[config.mk]
export PLATFORM = sky130hd
export DESIGN_NAME = rssi_ema_range_estimator_top
export DESIGN_NICKNAME = d
export VERILOG_FILES = /design/src/hw/rtl/rre_pkg.sv /design/src/hw/rtl/rssi_ema_range_estimator_top.sv
export SDC_FILE = /design/constraint.sdc
export NUM_CORES = 2
export LEC_CHECK = 0
export ABC_AREA = 1
export BUFFER_PORTS_ARGS = -buffer_cell sky130_fd_sc_hd__buf_4
export CORE_MARGIN = 2
export CORE_UTILIZATION = 58
export CTS_CLUSTER_SIZE = 12
export DETAILED_ROUTE_END_ITERATION = 10
export PLACE_DENSITY = 0.82
export SLEW_MARGIN = 20
export SYNTH_ARGS = -nofsm -noshare
export SYNTH_HDL_FRONTEND = slang
export SYNTH_SLANG_ARGS = --single-unit
[constraint.sdc]
create_clock -name clk -period 9.81 [get_ports clk]
set_input_delay 2.943 -clock clk [delete_from_list [all_inputs] [get_ports clk]]
set_output_delay 2.943 -clock clk [all_outputs]
set_load 0.005 [all_outputs]
[src/hw/rtl/rre_pkg.sv]
// Shared constants, field positions and the power-of-ten root table of the range estimator.
package rre_pkg;

	localparam int AVG_FRAC_BITS     = 8;
	localparam int SAMPLES_PER_TREND = 5;

	localparam int ADDR_W  = 48;
	localparam int RSSI_W  = 8;
	localparam int EXP_W   = 7;
	localparam int PWR_W   = 8;
	localparam int DIST_W  = 16;
	localparam int TREND_W = 16;
	localparam int SAMP_W  = 3;

	localparam int CFG_IDX_W  = 2;
	localparam int CFG_DATA_W = 48;

	localparam int IN_DATA_W  = 56;
	localparam int IN_USER_W  = 2;
	localparam int OUT_DATA_W = 56;
	localparam int OUT_USER_W = 2;

	localparam int IN_BSSID_LSB       = 0;
	localparam int IN_RSSI_LSB        = 48;
	localparam int IN_ACTION_BIT      = 0;
	localparam int IN_SCAN_START_BIT  = 1;

	localparam int OUT_LAST_RSSI_LSB  = 0;
	localparam int OUT_AVG_LSB        = 8;
	localparam int OUT_DIST_LSB       = 16;
	localparam int OUT_TREND_LSB      = 32;
	localparam int OUT_REF_LSB        = 48;
	localparam int OUT_UPDATED_BIT    = 0;
	localparam int OUT_DIST_VALID_BIT = 1;

	localparam logic ACTION_REPORT    = 1'b0;
	localparam logic ACTION_CALIBRATE = 1'b1;

	typedef enum logic [CFG_IDX_W-1:0] {
		REG_TARGET_BSSID    = 2'd0,
		REG_PATH_LOSS_EXP   = 2'd1,
		REG_REFERENCE_POWER = 2'd2
	} cfg_reg_t;

	localparam int AVG_W      = 8 + AVG_FRAC_BITS;
	localparam int DEN_W      = 11 + AVG_FRAC_BITS;
	localparam int NUM_SHIFT  = 21;
	localparam int NUM_W      = AVG_W + 1 + NUM_SHIFT;
	localparam int CNT_W      = $clog2(NUM_W);
	localparam int ROOT_N     = 16;
	localparam int ROOT_IDX_W = $clog2(ROOT_N);
	localparam int ROOT_W     = 30;
	localparam int MANT_W     = 32;
	localparam int DEC_W      = 14;
	localparam int PROD_W     = MANT_W + ROOT_W + 1;
	localparam int MANT_FRAC  = 28;

	typedef logic [ROOT_N-1:0][ROOT_W-1:0] root_tab_t;

	function automatic logic [63:0] isqrt64(input logic [63:0] v);
		logic [63:0] rem;
		logic [63:0] res;
		logic [63:0] bitv;
		rem  = v;
		res  = '0;
		bitv = 64'd1 << 62;
		for (int i = 0; i < 32; i++) begin
			if (rem >= res + bitv) begin
				rem = rem - (res + bitv);
				res = (res >> 1) + bitv;
			end else begin
				res = res >> 1;
			end
			bitv = bitv >> 2;
		end
		return res;
	endfunction

	// Entry i holds 10^(2^-(i+1)) with MANT_FRAC fraction bits.
	function automatic root_tab_t make_root_tab();
		root_tab_t   tab;
		logic [63:0] t;
		t = isqrt64(64'd10 << (2 * MANT_FRAC));
		for (int i = 0; i < ROOT_N; i++) begin
			if (i > 0) begin
				t = isqrt64(t << MANT_FRAC);
			end
			tab[i] = t[ROOT_W-1:0];
		end
		return tab;
	endfunction

	localparam root_tab_t ROOT_TAB = make_root_tab();

	function automatic logic [DEC_W-1:0] decade(input logic [2:0] k);
		logic [DEC_W-1:0] d;
		unique case (k)
			3'd0: d = DEC_W'(1);
			3'd1: d = DEC_W'(10);
			3'd2: d = DEC_W'(100);
			3'd3: d = DEC_W'(1000);
			3'd4: d = DEC_W'(10000);
			default: d = '0;
		endcase
		return d;
	endfunction

endpackage

[src/hw/rtl/rssi_ema_range_estimator_top.sv]
// Signal-strength averaging and log-distance range estimator, top level.
//
// Each transaction on the slave side yields exactly one result transaction on the master side.
// A report that matches the tracked address for the first time in a scan updates the Q8.8
// average, the trend and the distance, and the block is ready again in the same cycle as its
// result appears. That work is done by the bit-serial divider that forms the exponent (38 steps)
// and by the sixteen passes through the shared multiplier that build the power of ten. Any
// other report, and every calibrate transaction, goes straight to the final step, which puts
// its result into the output register once that register is free.
// The slave side accepts one transaction at a time; a finished result waits in the output
// register while the next transaction is taken, and while that register is still occupied the
// next result waits in its final step.
module rssi_ema_range_estimator_top import rre_pkg::*; (
	input  logic                  clk,
	input  logic                  arst_n,
	input  logic                  s_tvalid,
	output logic                  s_tready,
	input  logic [IN_DATA_W-1:0]  s_tdata,   // bssid[47:0], rssi[55:48]
	input  logic [IN_USER_W-1:0]  s_tuser,   // action[0], scan_start[1]
	output logic                  m_tvalid,
	input  logic                  m_tready,
	output logic [OUT_DATA_W-1:0] m_tdata,   // last_rssi, average_dbm, distance_dm, trend_q8,
	                                         // active_reference
	output logic [OUT_USER_W-1:0] m_tuser,   // updated[0], distance_valid[1]
	input  logic                  cfg_wen,
	input  logic [CFG_IDX_W-1:0]  cfg_index,
	input  logic [CFG_DATA_W-1:0] cfg_wdata
);

	typedef enum logic [2:0] {
		ST_IDLE,
		ST_AVG,
		ST_PREP,
		ST_DIV,
		ST_FIX,
		ST_POW,
		ST_SCALE,
		ST_DONE
	} state_t;

	localparam int SUM_W = AVG_W + 10;
	localparam int TR_W  = AVG_W + 9;
	localparam int KW    = NUM_W - 15;
	localparam int SC_W  = PROD_W - MANT_FRAC;
	localparam int TREND_DN = (AVG_FRAC_BITS >= 8) ? AVG_FRAC_BITS - 8 : 0;
	localparam int TREND_UP = (AVG_FRAC_BITS < 8) ? 8 - AVG_FRAC_BITS : 0;

	localparam logic signed [SUM_W-1:0] MIX_NEW   = 90;
	localparam logic signed [SUM_W-1:0] MIX_OLD   = 166;
	localparam logic signed [SUM_W-1:0] MIX_ROUND = 128;
	localparam int                      MIX_SHIFT = 8;

	localparam logic signed [AVG_W-1:0]  AVG_RESET  = AVG_W'(-70 * (1 << AVG_FRAC_BITS));
	localparam logic signed [RSSI_W-1:0] RSSI_NONE  = -8'sd127;
	localparam logic [EXP_W-1:0]         EXP_RESET  = 7'd40;
	localparam logic signed [PWR_W-1:0]  REF_RESET  = -8'sd59;
	localparam logic [DEN_W-1:0]         DEN_SCALE  = 10;

	localparam logic signed [TR_W-1:0]   TREND_MAX  = 32767;
	localparam logic signed [TR_W-1:0]   TREND_MIN  = -32768;

	localparam logic signed [NUM_W:0]    FRAC_ONE   = 65536;
	localparam logic signed [KW-1:0]     K_SAT      = 5;
	localparam logic signed [KW-1:0]     K_NEG      = -1;
	localparam logic [MANT_W-1:0]        MANT_ONE   = MANT_W'(64'd1 << MANT_FRAC);
	localparam logic [MANT_W-1:0]        TEN_HALF   = MANT_W'(64'd5 << MANT_FRAC);
	localparam logic [MANT_W-1:0]        TEN_1P5    = MANT_W'(64'd15 << MANT_FRAC);
	localparam logic [PROD_W-1:0]        ROUND_HALF = PROD_W'(64'd1 << (MANT_FRAC - 1));
	localparam logic [SC_W-1:0]          DIST_MAX   = SC_W'(65535);

	function automatic logic signed [PWR_W-1:0] whole_dbm(input logic signed [AVG_W-1:0] a);
		logic signed [AVG_W-1:0] q;
		q = a >>> AVG_FRAC_BITS;
		if (a[AVG_W-1] && (a[AVG_FRAC_BITS-1:0] != '0)) begin
			q = q + 1'b1;
		end
		return q[PWR_W-1:0];
	endfunction

	logic [ADDR_W-1:0]        target_q;
	logic [EXP_W-1:0]         exp_q;
	logic signed [PWR_W-1:0]  refpwr_q;

	state_t                   state_q;
	logic [CNT_W-1:0]         cnt_q;
	logic signed [AVG_W-1:0]  avg_q;
	logic signed [AVG_W-1:0]  prev_q;
	logic signed [RSSI_W-1:0] latest_q;
	logic [SAMP_W-1:0]        samples_q;
	logic signed [TREND_W-1:0] trend_q;
	logic [DIST_W-1:0]        dist_q;
	logic                     dist_known_q;
	logic                     matched_q;
	logic signed [PWR_W-1:0]  cal_q;
	logic                     cal_valid_q;
	logic                     updated_q;
	logic                     m_tvalid_q;
	logic [OUT_DATA_W-1:0]    m_tdata_q;
	logic [OUT_USER_W-1:0]    m_tuser_q;

	logic signed [RSSI_W-1:0] rssi_q;
	logic [NUM_W-1:0]         quo_q;
	logic [DEN_W+1:0]         rem_q;
	logic [DEN_W:0]           div_q;
	logic                     neg_q;
	logic signed [NUM_W:0]    y_q;
	logic [MANT_W-1:0]        m_q;

	logic                     in_fire;
	logic                     out_free;
	logic [ADDR_W-1:0]        in_bssid;
	logic signed [RSSI_W-1:0] in_rssi;
	logic                     in_action;
	logic                     in_scan_start;
	logic                     matched_next;
	logic signed [PWR_W-1:0]  act_ref;

	logic signed [SUM_W-1:0]  avg_sum;
	logic signed [AVG_W-1:0]  avg_new;

	logic [SAMP_W-1:0]        samples_next;
	logic signed [TR_W-1:0]   diff_w;
	logic signed [TREND_W-1:0] trend_sat;

	logic [EXP_W-1:0]         n_eff;
	logic [DEN_W-1:0]         den;
	logic [DEN_W:0]           dsr;
	logic signed [AVG_W:0]    d_s;
	logic signed [NUM_W:0]    d_ext;
	logic signed [NUM_W:0]    num_s;
	logic signed [NUM_W:0]    mag_w;

	logic [DEN_W+1:0]         rem_shift;
	logic                     rem_ge;
	logic signed [NUM_W:0]    quo_ext;
	logic signed [NUM_W:0]    x_s;

	logic [ROOT_IDX_W-1:0]    root_idx;
	logic                     frac_bit;
	logic signed [KW-1:0]     k_s;
	logic [ROOT_W-1:0]        mul_b;
	logic [PROD_W-1:0]        prod;
	logic [PROD_W-1:0]        rounded;
	logic [SC_W-1:0]          scaled;
	logic [DIST_W-1:0]        dist_new;

	assign s_tready = (state_q == ST_IDLE);
	assign in_fire  = s_tvalid && s_tready;
	assign out_free = !m_tvalid_q || m_tready;
	assign m_tvalid = m_tvalid_q;
	assign m_tdata  = m_tdata_q;
	assign m_tuser  = m_tuser_q;

	assign in_bssid      = s_tdata[IN_BSSID_LSB +: ADDR_W];
	assign in_rssi       = s_tdata[IN_RSSI_LSB +: RSSI_W];
	assign in_action     = s_tuser[IN_ACTION_BIT];
	assign in_scan_start = s_tuser[IN_SCAN_START_BIT];
	assign matched_next  = in_scan_start ? 1'b0 : matched_q;
	assign act_ref       = cal_valid_q ? cal_q : refpwr_q;

	always_comb begin
		avg_sum = (MIX_NEW * (SUM_W'(rssi_q) <<< AVG_FRAC_BITS)) + (MIX_OLD * SUM_W'(avg_q))
			+ MIX_ROUND;
		avg_new = avg_sum[MIX_SHIFT +: AVG_W];
	end

	always_comb begin
		samples_next = samples_q + 1'b1;
		diff_w = TR_W'(avg_q) - TR_W'(prev_q);
		if (AVG_FRAC_BITS >= 8) begin
			diff_w = diff_w >>> TREND_DN;
		end else begin
			diff_w = diff_w <<< TREND_UP;
		end
		priority if (diff_w > TREND_MAX) begin
			trend_sat = TREND_MAX[TREND_W-1:0];
		end else if (diff_w < TREND_MIN) begin
			trend_sat = TREND_MIN[TREND_W-1:0];
		end else begin
			trend_sat = diff_w[TREND_W-1:0];
		end
	end

	// The exponent is floor((d * 2^21 + den) / (2 * den)); a negative numerator is divided
	// as a magnitude rounded up and negated afterwards.
	always_comb begin
		n_eff = (exp_q == '0) ? EXP_W'(1) : exp_q;
		den   = (DEN_W'(n_eff) * DEN_SCALE) << AVG_FRAC_BITS;
		dsr   = {den, 1'b0};
		d_s   = ((AVG_W + 1)'(act_ref) <<< AVG_FRAC_BITS) - (AVG_W + 1)'(avg_q);
		d_ext = (NUM_W + 1)'(d_s);
		num_s = (d_ext <<< NUM_SHIFT) + $signed((NUM_W + 1)'(den));
		if (num_s[NUM_W]) begin
			mag_w = -num_s + $signed((NUM_W + 1)'(dsr)) - (NUM_W + 1)'(1);
		end else begin
			mag_w = num_s;
		end
	end

	always_comb begin
		rem_shift = {rem_q[DEN_W:0], quo_q[NUM_W-1]};
		rem_ge    = rem_shift >= {1'b0, div_q};
		quo_ext   = $signed({1'b0, quo_q});
		x_s       = neg_q ? -quo_ext : quo_ext;
	end

	always_comb begin
		root_idx = cnt_q[ROOT_IDX_W-1:0];
		frac_bit = y_q[ROOT_IDX_W'(ROOT_N - 1) - root_idx];
		k_s      = y_q[NUM_W:16];
		mul_b    = (state_q == ST_POW) ? ROOT_TAB[root_idx] : ROOT_W'(decade(k_s[2:0]));
		prod     = PROD_W'(m_q) * PROD_W'(mul_b);
		rounded  = prod + ROUND_HALF;
		scaled   = rounded[PROD_W-1:MANT_FRAC];
		priority if (k_s >= K_SAT) begin
			dist_new = '1;
		end else if (k_s < K_NEG) begin
			dist_new = '0;
		end else if (k_s == K_NEG) begin
			if (m_q >= TEN_1P5) begin
				dist_new = DIST_W'(2);
			end else if (m_q >= TEN_HALF) begin
				dist_new = DIST_W'(1);
			end else begin
				dist_new = '0;
			end
		end else if (scaled > DIST_MAX) begin
			dist_new = '1;
		end else begin
			dist_new = scaled[DIST_W-1:0];
		end
	end

	always_ff @(posedge clk or negedge arst_n) begin
		if (!arst_n) begin
			target_q <= '0;
			exp_q    <= EXP_RESET;
			refpwr_q <= REF_RESET;
		end else if (cfg_wen) begin
			unique case (cfg_index)
				REG_TARGET_BSSID:    target_q <= cfg_wdata[ADDR_W-1:0];
				REG_PATH_LOSS_EXP:   exp_q    <= cfg_wdata[EXP_W-1:0];
				REG_REFERENCE_POWER: refpwr_q <= cfg_wdata[PWR_W-1:0];
				default: ;
			endcase
		end
	end

	always_ff @(posedge clk or negedge arst_n) begin
		if (!arst_n) begin
			state_q      <= ST_IDLE;
			cnt_q        <= '0;
			avg_q        <= AVG_RESET;
			prev_q       <= AVG_RESET;
			latest_q     <= RSSI_NONE;
			samples_q    <= '0;
			trend_q      <= '0;
			dist_q       <= '0;
			dist_known_q <= 1'b0;
			matched_q    <= 1'b0;
			cal_q        <= '0;
			cal_valid_q  <= 1'b0;
			updated_q    <= 1'b0;
			m_tvalid_q   <= 1'b0;
			m_tdata_q    <= '0;
			m_tuser_q    <= '0;
		end else begin
			if (m_tvalid_q && m_tready && !((state_q == ST_DONE) && out_free)) begin
				m_tvalid_q <= 1'b0;
			end
			unique case (state_q)
				ST_IDLE: begin
					if (in_fire) begin
						if (in_action == ACTION_REPORT) begin
							if ((in_bssid == target_q) && !matched_next) begin
								matched_q <= 1'b1;
								latest_q  <= in_rssi;
								updated_q <= 1'b1;
								state_q   <= ST_AVG;
							end else begin
								matched_q <= matched_next;
								updated_q <= 1'b0;
								state_q   <= ST_DONE;
							end
						end else begin
							state_q <= ST_DONE;
							if (latest_q != RSSI_NONE) begin
								cal_q       <= whole_dbm(avg_q);
								cal_valid_q <= 1'b1;
								updated_q   <= 1'b1;
							end else begin
								updated_q   <= 1'b0;
							end
						end
					end
				end
				ST_AVG: begin
					avg_q   <= avg_new;
					state_q <= ST_PREP;
				end
				ST_PREP: begin
					if (samples_next >= SAMP_W'(SAMPLES_PER_TREND)) begin
						trend_q   <= trend_sat;
						prev_q    <= avg_q;
						samples_q <= '0;
					end else begin
						samples_q <= samples_next;
					end
					cnt_q   <= '0;
					state_q <= ST_DIV;
				end
				ST_DIV: begin
					if (cnt_q == CNT_W'(NUM_W - 1)) begin
						state_q <= ST_FIX;
					end else begin
						cnt_q <= cnt_q + 1'b1;
					end
				end
				ST_FIX: begin
					cnt_q   <= '0;
					state_q <= ST_POW;
				end
				ST_POW: begin
					if (root_idx == ROOT_IDX_W'(ROOT_N - 1)) begin
						state_q <= ST_SCALE;
					end else begin
						cnt_q <= cnt_q + 1'b1;
					end
				end
				ST_SCALE: begin
					dist_q       <= dist_new;
					dist_known_q <= 1'b1;
					state_q      <= ST_DONE;
				end
				ST_DONE: begin
					if (out_free) begin
						m_tvalid_q <= 1'b1;
						m_tdata_q[OUT_LAST_RSSI_LSB +: RSSI_W] <= latest_q;
						m_tdata_q[OUT_AVG_LSB +: PWR_W]        <= whole_dbm(avg_q);
						m_tdata_q[OUT_DIST_LSB +: DIST_W]      <= dist_q;
						m_tdata_q[OUT_TREND_LSB +: TREND_W]    <= trend_q;
						m_tdata_q[OUT_REF_LSB +: PWR_W]        <= act_ref;
						m_tuser_q[OUT_UPDATED_BIT]             <= updated_q;
						m_tuser_q[OUT_DIST_VALID_BIT]          <= dist_known_q;
						state_q <= ST_IDLE;
					end
				end
				default: state_q <= ST_IDLE;
			endcase
		end
	end

	// Arithmetic working registers; they carry no control meaning and need no reset.
	always_ff @(posedge clk) begin
		if (in_fire) begin
			rssi_q <= in_rssi;
		end
		if (state_q == ST_PREP) begin
			quo_q <= mag_w[NUM_W-1:0];
			rem_q <= '0;
			div_q <= dsr;
			neg_q <= num_s[NUM_W];
		end
		if (state_q == ST_DIV) begin
			rem_q <= rem_ge ? (rem_shift - {1'b0, div_q}) : rem_shift;
			quo_q <= {quo_q[NUM_W-2:0], rem_ge};
		end
		if (state_q == ST_FIX) begin
			y_q <= x_s + FRAC_ONE;
			m_q <= MANT_ONE;
		end
		if ((state_q == ST_POW) && frac_bit) begin
			m_q <= rounded[MANT_FRAC +: MANT_W];
		end
	end

endmodule

; ---- Yosys cells after proc, flatten, opt, wreduce, memory -nomap -nowiden
; Memory sizes are Yosys's and may differ from the RTL's.
; Index checks and enable logic that the tools add are counted.
[totals]
reg_bits = 366
rom_bits = 480
in_bits = 113
wordCells = 158
mem_count = 1
[op_classes]
n_addsub = 16
multipliers = 4
n_lt_le_gt_ge = 11
n_eq_ne = 24
n_mux = 44
n_bitwise = 1
reduce_logical = 31
[memory_table]
columns = name, words, word_bits, read_ports, rd_ports_with_merged_regs, wr, line
row1 = (name not given), 16, 30, 1, 0, 0, rssi_ema_range_estimator_top.sv:211  ; mul_b = (state_q == ST_POW) ? ROOT_TAB[root_idx] : ROOT_W'(decade(k_s[2:0]));
[op_table]
columns = op, count
row1 = 2-to-1 mux 38 bit, 3
row2 = 2-to-1 mux 16 bit, 6
row3 = case mux 14 bit (5 select lines), 1
row4 = 2-to-1 mux 32 bit, 2
row5 = adder 62 x 28 -> 63 bit (second input constant), 1
row6 = multiplier 32 x 30 -> 62 bit, 1
row7 = 2-to-1 mux 20 bit, 3
row8 = 2-to-1 mux 30 bit, 2
row9 = equality test 48 bit, 1
row10 = adder 38 x 20 -> 39 bit, 1
row11 = adder 39 x 18 -> 39 bit (second input constant), 1
row12 = 2-to-1 mux 39 bit, 1
row13 = negator 38 -> 39 bit, 1
row14 = adder 38 x 21 -> 38 bit, 1
row15 = negator 38 bit, 1
row16 = subtractor 38 x 2 -> 38 bit (second input constant), 1
row17 = > comparator 35 x 16 -> 1 bit (second input constant), 1
row18 = subtractor 16 x 16 -> 17 bit, 2
row19 = >= comparator 32 x 31 -> 1 bit (second input constant), 1
row20 = >= comparator 32 bit (second input constant), 1
row21 = adder 24 bit, 1
row22 = adder 24 x 9 -> 24 bit (second input constant), 1
row23 = case mux 3 bit (8 select lines), 1
row24 = equality test 23 x 1 -> 1 bit (second input constant), 1
row25 = other kinds (48), 95

; ---- Longest topological paths before layout
[logic_depth]
word_depth = 10
mapped_depth = 51
depth_no_buf = 49

; ---- Worst setup path before layout
; Ideal clock, no wire load.
[synth_path]
path_kind = flip-flop to flip-flop
from = reg cnt_q[0]
to = reg dist_q[10]
setup_time_ns = 0.140
arrival_ns = 8.706
path_slack_ns = 0.964
path_stages_with_launch = 44
synth_period_minus_slack_ns = 8.846
cell_sequence = dfrtp_1 -> inv_1 -> clkbuf_1 -> ha_1 -> inv_1 -> nor3_1 -> nand2_1 -> nand2_1 -> nor2_1 -> inv_1 -> clkbuf_1 -> nor2_1 -> fa_1 -> fa_1 -> fa_1 -> inv_1 -> fa_1 -> inv_1 -> [8 not listed] -> ha_1 -> a21oi_1 -> o21ai_0 -> a21boi_0 -> nor2_1 -> nor2_1 -> nor2_1 -> nor2_1 -> nand3b_1 -> nand2_1 -> nand3_1 -> nor2_1 -> nand2_1 -> nor2_4 -> buf_6 -> nand3_2 -> nand2_1 -> a22oi_1
[synth_via]
elab_chain_cells = 10
[synth_rtl]
columns = item, line
row1 = start: declaration, rssi_ema_range_estimator_top.sv:85  ; logic [CNT_W-1:0] cnt_q;
row2 = start signal: assignment, rssi_ema_range_estimator_top.sv:316  ; cnt_q <= cnt_q + 1'b1;
row3 = start signal: assignment, rssi_ema_range_estimator_top.sv:327  ; cnt_q <= cnt_q + 1'b1;
row4 = memory read (16 x 30 bit) (*), --
row5 = 2-to-1 mux 30 bit (implied by the code) (*), rssi_ema_range_estimator_top.sv:211
row6 = 2-to-1 mux 30 bit (*), rssi_ema_range_estimator_top.sv:211
row7 = multiplier 32 x 30 -> 62 bit (*), rssi_ema_range_estimator_top.sv:212  ; prod = PROD_W'(m_q) * PROD_W'(mul_b);
row8 = adder 62 x 28 -> 63 bit (*), rssi_ema_range_estimator_top.sv:213  ; rounded = prod + ROUND_HALF;
row9 = > comparator 35 x 16 -> 1 bit, rssi_ema_range_estimator_top.sv:227  ; end else if (scaled > DIST_MAX) begin
row10 = 2-to-1 mux 16 bit (*), rssi_ema_range_estimator_top.sv:227
row11 = 2-to-1 mux 16 bit (*), rssi_ema_range_estimator_top.sv:219  ; end else if (k_s == K_NEG) begin
row12 = 2-to-1 mux 16 bit (*), rssi_ema_range_estimator_top.sv:217  ; end else if (k_s < K_NEG) begin
row13 = 2-to-1 mux 16 bit (*), rssi_ema_range_estimator_top.sv:215  ; priority if (k_s >= K_SAT) begin
row14 = end signal: assignment, rssi_ema_range_estimator_top.sv:331  ; dist_q <= dist_new;
row15 = end: declaration, rssi_ema_range_estimator_top.sv:91  ; logic [DIST_W-1:0] dist_q;
; Every way passes the cells marked *; elsewhere a longest branch is shown, timed or not. The select of a mux whose other input is x is not followed.
; A chain may end at the register's enable or synchronous reset.

; ---- Final worst setup path
[layout_path]
from = reg state_q[2]
to = reg dist_q[8]
[layout_via]
elab_chain_cells = 9
elab_cells_between_ends = 10
cone_classes = 1 x add/sub / 1 x mul / 1 x order compare / 2 x eq/ne / 5 x mux
[layout_rtl]
columns = item, line
row1 = start: declaration, rssi_ema_range_estimator_top.sv:84  ; state_t state_q;
row2 = start signal: assignment, rssi_ema_range_estimator_top.sv:251  ; state_q <= ST_IDLE;
row3 = start signal: assignment, rssi_ema_range_estimator_top.sv:279  ; state_q <= ST_AVG;
row4 = start signal: assignment, rssi_ema_range_estimator_top.sv:283  ; state_q <= ST_DONE;
row5 = equality test 3 bit, rssi_ema_range_estimator_top.sv:211
row6 = 2-to-1 mux 30 bit, rssi_ema_range_estimator_top.sv:211
row7 = multiplier 32 x 30 -> 62 bit, rssi_ema_range_estimator_top.sv:212
row8 = adder 62 x 28 -> 63 bit, rssi_ema_range_estimator_top.sv:213
row9 = > comparator 35 x 16 -> 1 bit, rssi_ema_range_estimator_top.sv:227
row10 = 2-to-1 mux 16 bit, rssi_ema_range_estimator_top.sv:227
row11 = 2-to-1 mux 16 bit, rssi_ema_range_estimator_top.sv:219
row12 = 2-to-1 mux 16 bit, rssi_ema_range_estimator_top.sv:217
row13 = 2-to-1 mux 16 bit, rssi_ema_range_estimator_top.sv:215
; Parallel ways exist; a longest one is shown, timed or not.

==> flow_summary_export.csv <==
group,metric,value,unit
hold_path,hold_depth,0,
synthesis,async_flop_share,0.596,
global_route,gr-total-overflow,0,
sta,slew_headroom,0.323,
sta,post-route-period-util,0.963,
global_route,grt_antenna_before_repair,5,
floorplanning,io_pins,173,
cts,clkTransAtPathRegs,0.06,ns
finish,final_util,0.632,
synthesis,synth_edf_count,148,
sta,drv_slew,0,
route,vias_per_cell,5.73,
route,final_antenna_net_count,0,
route,wl_per_cell,22.6,um
synthesis,synthTopCellsByArea,"fa_1 32%, ha_1 10%, inv_1 9.9%",
finish,syn_to_final_growth,8.48,%
placement,placedCellCount,8014,
synthesis,yosysUniqueCellTypes,66,
floorplanning,start_util,0.582,
sta,clock_skew,0.0308,ns
cts,clockBufferDepth,3,
outcome,status,"finished clean",
hold_path,hp-class,"register to register",
synthesis,ys.warnings.count,0,
critical_path,critPathMaxFanout,22,
finish,layout-drive-gt1-share,0.0831,
critical_path,cp.arrival,9.86,ns
sta,worst_pin_slew,1.01,ns
cts,cts_sinks,366,
synthesis,synth_top_area_share,0.320,
route,totalWireLength,183,mm
placement,dp_slack,0.450,ns
route,drt_iter0_drc,4348,
placement,portBuffers,172,
global_route,grt_max_degree,99,
synthesis,ys_ff_latch,366,
hold_path,min_to,"y_q[0]$_DFFE_PP_",
critical_path,endpoint_kind,"register",
cts,cts_tree,"yes",
cts,clk_latency,0.59,ns
floorplanning,die_h,312,um
critical_path,rr_startpoint,"state_q[2]$_DFFE_PN0P_",
route,vias,46400,
sta,fmax,0.106,GHz
run,cap_violations,0,
finish,nets,8237,
sta,period_minus_slack,9.44,ns
critical_path,ff2ff_setup_slack,0.37,ns
synthesis,yosysTopAreaCell,"fa_1",
floorplanning,die_x,312,um
sta,finalWorstSetupSlack,0.368,ns
route,dr.pass1.iters,6,
critical_path,startpoint_type,"register",
synthesis,synthTopCellsByCount,"1448 x inv_1, 1200 x nand2_1, 881 x fa_1",
synthesis,synth.cell_area,55100,um^2
placement,routabilityCongestion,1.06,
global_route,track_usage,0.385,
global_route,grt_pass1_vias,48400,
floorplanning,rows,113,
cts,htreeDepth,2,
critical_path,crit_required,10.23,ns
route,drc,0,
synthesis,synth_fp_nets,8069,
finish,finalNonFillerCells,8089,
cts,cts_made_buffers,41,
sta,hold_viol_final,0,
synthesis,synth_most_common_cell,"inv_1",
cts,ctsRootBufferMaster,"clkbuf_16",
placement,dp_hpwl,150,mm
critical_path,r2r_cells,33,
synthesis,avgSynthCellArea,8.31,um^2
sta,finalSetupTns,0,ns
sta,setup_viol,0,
sta,rsz0062_at_grt,"no",
floorplanning,coreArea,94600,um^2
critical_path,cp_slowest_cell,"fa_1",
cts,cts_setup_buffers,0,
critical_path,max_stage_delay,0.66,ns
synthesis,synthCells,6625,
global_route,grt_first_pass_wirelength,283,mm
critical_path,crit_type,"register to register",
critical_path,regToRegEndpoint,"dist_q[8]$_DFFE_PN0P_",
floorplanning,dieArea,97400,um^2
hold_path,min_from,"quo_q[0]$_DFFE_PP_",
synthesis,ys.flop_type,"dfrtp_1",
synthesis,ys_seq_area_frac,0.180,
[layout by cell type, fill, tap and decap left out, drive strengths merged, types with 6 or more instances in the layout]
master | netlist | routed
dfstp | 18 | 18
edfxtp | 148 | 148
nand4 | 43 | 43
o211ai | 12 | 12
clkbuf | 190 | 60
ha | 450 | 450
nand2 | 1212 | 1212
or2 | 16 | 16
mux2 | 36 | 36
xnor2 | 80 | 80
o21ai | 289 | 289
a21oi | 234 | 234
dfrtp | 200 | 200
a31oi | 26 | 26
buf | 24 | 339
fa | 881 | 881
nand3 | 138 | 138
o21bai | 12 | 12
o31ai | 8 | 8
clkinv | 15 | 19
a21o | 13 | 13
xor2 | 130 | 130
o221ai | 6 | 6
nor3 | 49 | 49
nor4 | 27 | 27
a22oi | 14 | 14
o22ai | 9 | 9
a211oi | 6 | 6
nand3b | 11 | 11
inv | 1459 | 1464
nor2 | 838 | 838
[worst max-delay path by stage]
stage | startpoint | end | slack, ns | cells after the start
final | state_q[2]$_DFFE_PN0P_ | dist_q[8]$_DFFE_PN0P_ | 0.37 | 33
after global routing | state_q[2]$_DFFE_PN0P_ | dist_q[6]$_DFFE_PN0P_ | 0.01 | 40
after CTS | state_q[2]$_DFFE_PN0P_ | dist_q[8]$_DFFE_PN0P_ | 0.40 | 35
after detailed placement | cnt_q[1]$_DFFE_PN0P_ | dist_q[6]$_DFFE_PN0P_ | 0.45 | 38
after global placement | cnt_q[3]$_DFFE_PN0P_ | dist_q[2]$_DFFE_PN0P_ | 0.50 | 34
after floorplan | cnt_q[0]$_DFFE_PN0P_ | dist_q[10]$_DFFE_PN0P_ | 0.96 | 43
[state kept, by name, indices dropped and copies added (netlist names), 6 cells and up]
| signal | cells |
|---|---|
| avg_q | 16 |
| cal_q | 8 |
| cnt_q | 6 |
| dist_q | 16 |
| div_q | 10 |
| exp_q | 7 |
| latest_q | 8 |
| m_q | 32 |
| m_tdata | 56 |
| prev_q | 16 |
| quo_q | 38 |
| refpwr_q | 8 |
| rem_q | 20 |
| rssi_q | 8 |
| target_q | 48 |
| trend_q | 16 |
| y_q | 39 |
[critical path, delay by kind of cell (launching register included)]
kind | cells | cell delay, ns
AOI/OAI and AO/OA | 5 | 1.26
and+or+nand+nor | 13 | 1.32
buffers and inverters | 6 | 1.57
DFF | 1 | 0.57
adders and majority gates | 9 | 4.53
[layer usage]
metal	up-vias	wire (um)	GRT usage
met5	-	66	0
met4	8	15200	0.246
met3	739	16800	0.0737
met2	2436	83900	0.624
met1	22800	66800	0.476
li1	20400	-	-
[cell families (layout without fill, tap and decap cells)]
group | Yosys count | after routing | share of synthesized area
AOI/OAI and AO/OA | 649 | 649 | 0.0650
adders and majority gates | 1331 | 1331 | 0.423
buffers and inverters | 1688 | 1886 | 0.116
DFF | 366 | 366 | 0.180
xor gates and xnor gates | 210 | 210 | 0.0338
muxes | 38 | 38 | 0.00772
other | 0 | 1 | 0
and+or+nand+nor | 2343 | 2343 | 0.175
[layout make-up]
type / instances / area [um^2]
Sequential cell: 366 / 9920
Tap cell: 1265 / 1580
Clock inverter: 13 / 109
Multi-Input combinational cell: 4571 / 38800
Timing Repair Buffer: 339 / 2600
Antenna cell: 1 / 2.50
Inverter: 1474 / 5540
Clock buffer: 60 / 1170
Fill cell: 7946 / 34800
[per-stage QoR]
step	instance area (um^2)	hold WS [ns]
6_report	59700	0.475
5_1_grt	59700	0.500
4_1_cts	59700	0.475
3_5_place_dp	58400	0.446
3_3_place_gp	58400	0.442
2_1_floorplan	55100	0.420
[timing repair]
| action | CTS | global route |
|---|---|---|
| setup endpoints to repair | 0 | 16 |
| hold buffers | 0 | 0 |
| resized for setup | 0 | 17 |
Power is not shown: default switching activity piles up to over one toggle a cycle in this logic, so the estimate is an artifact.
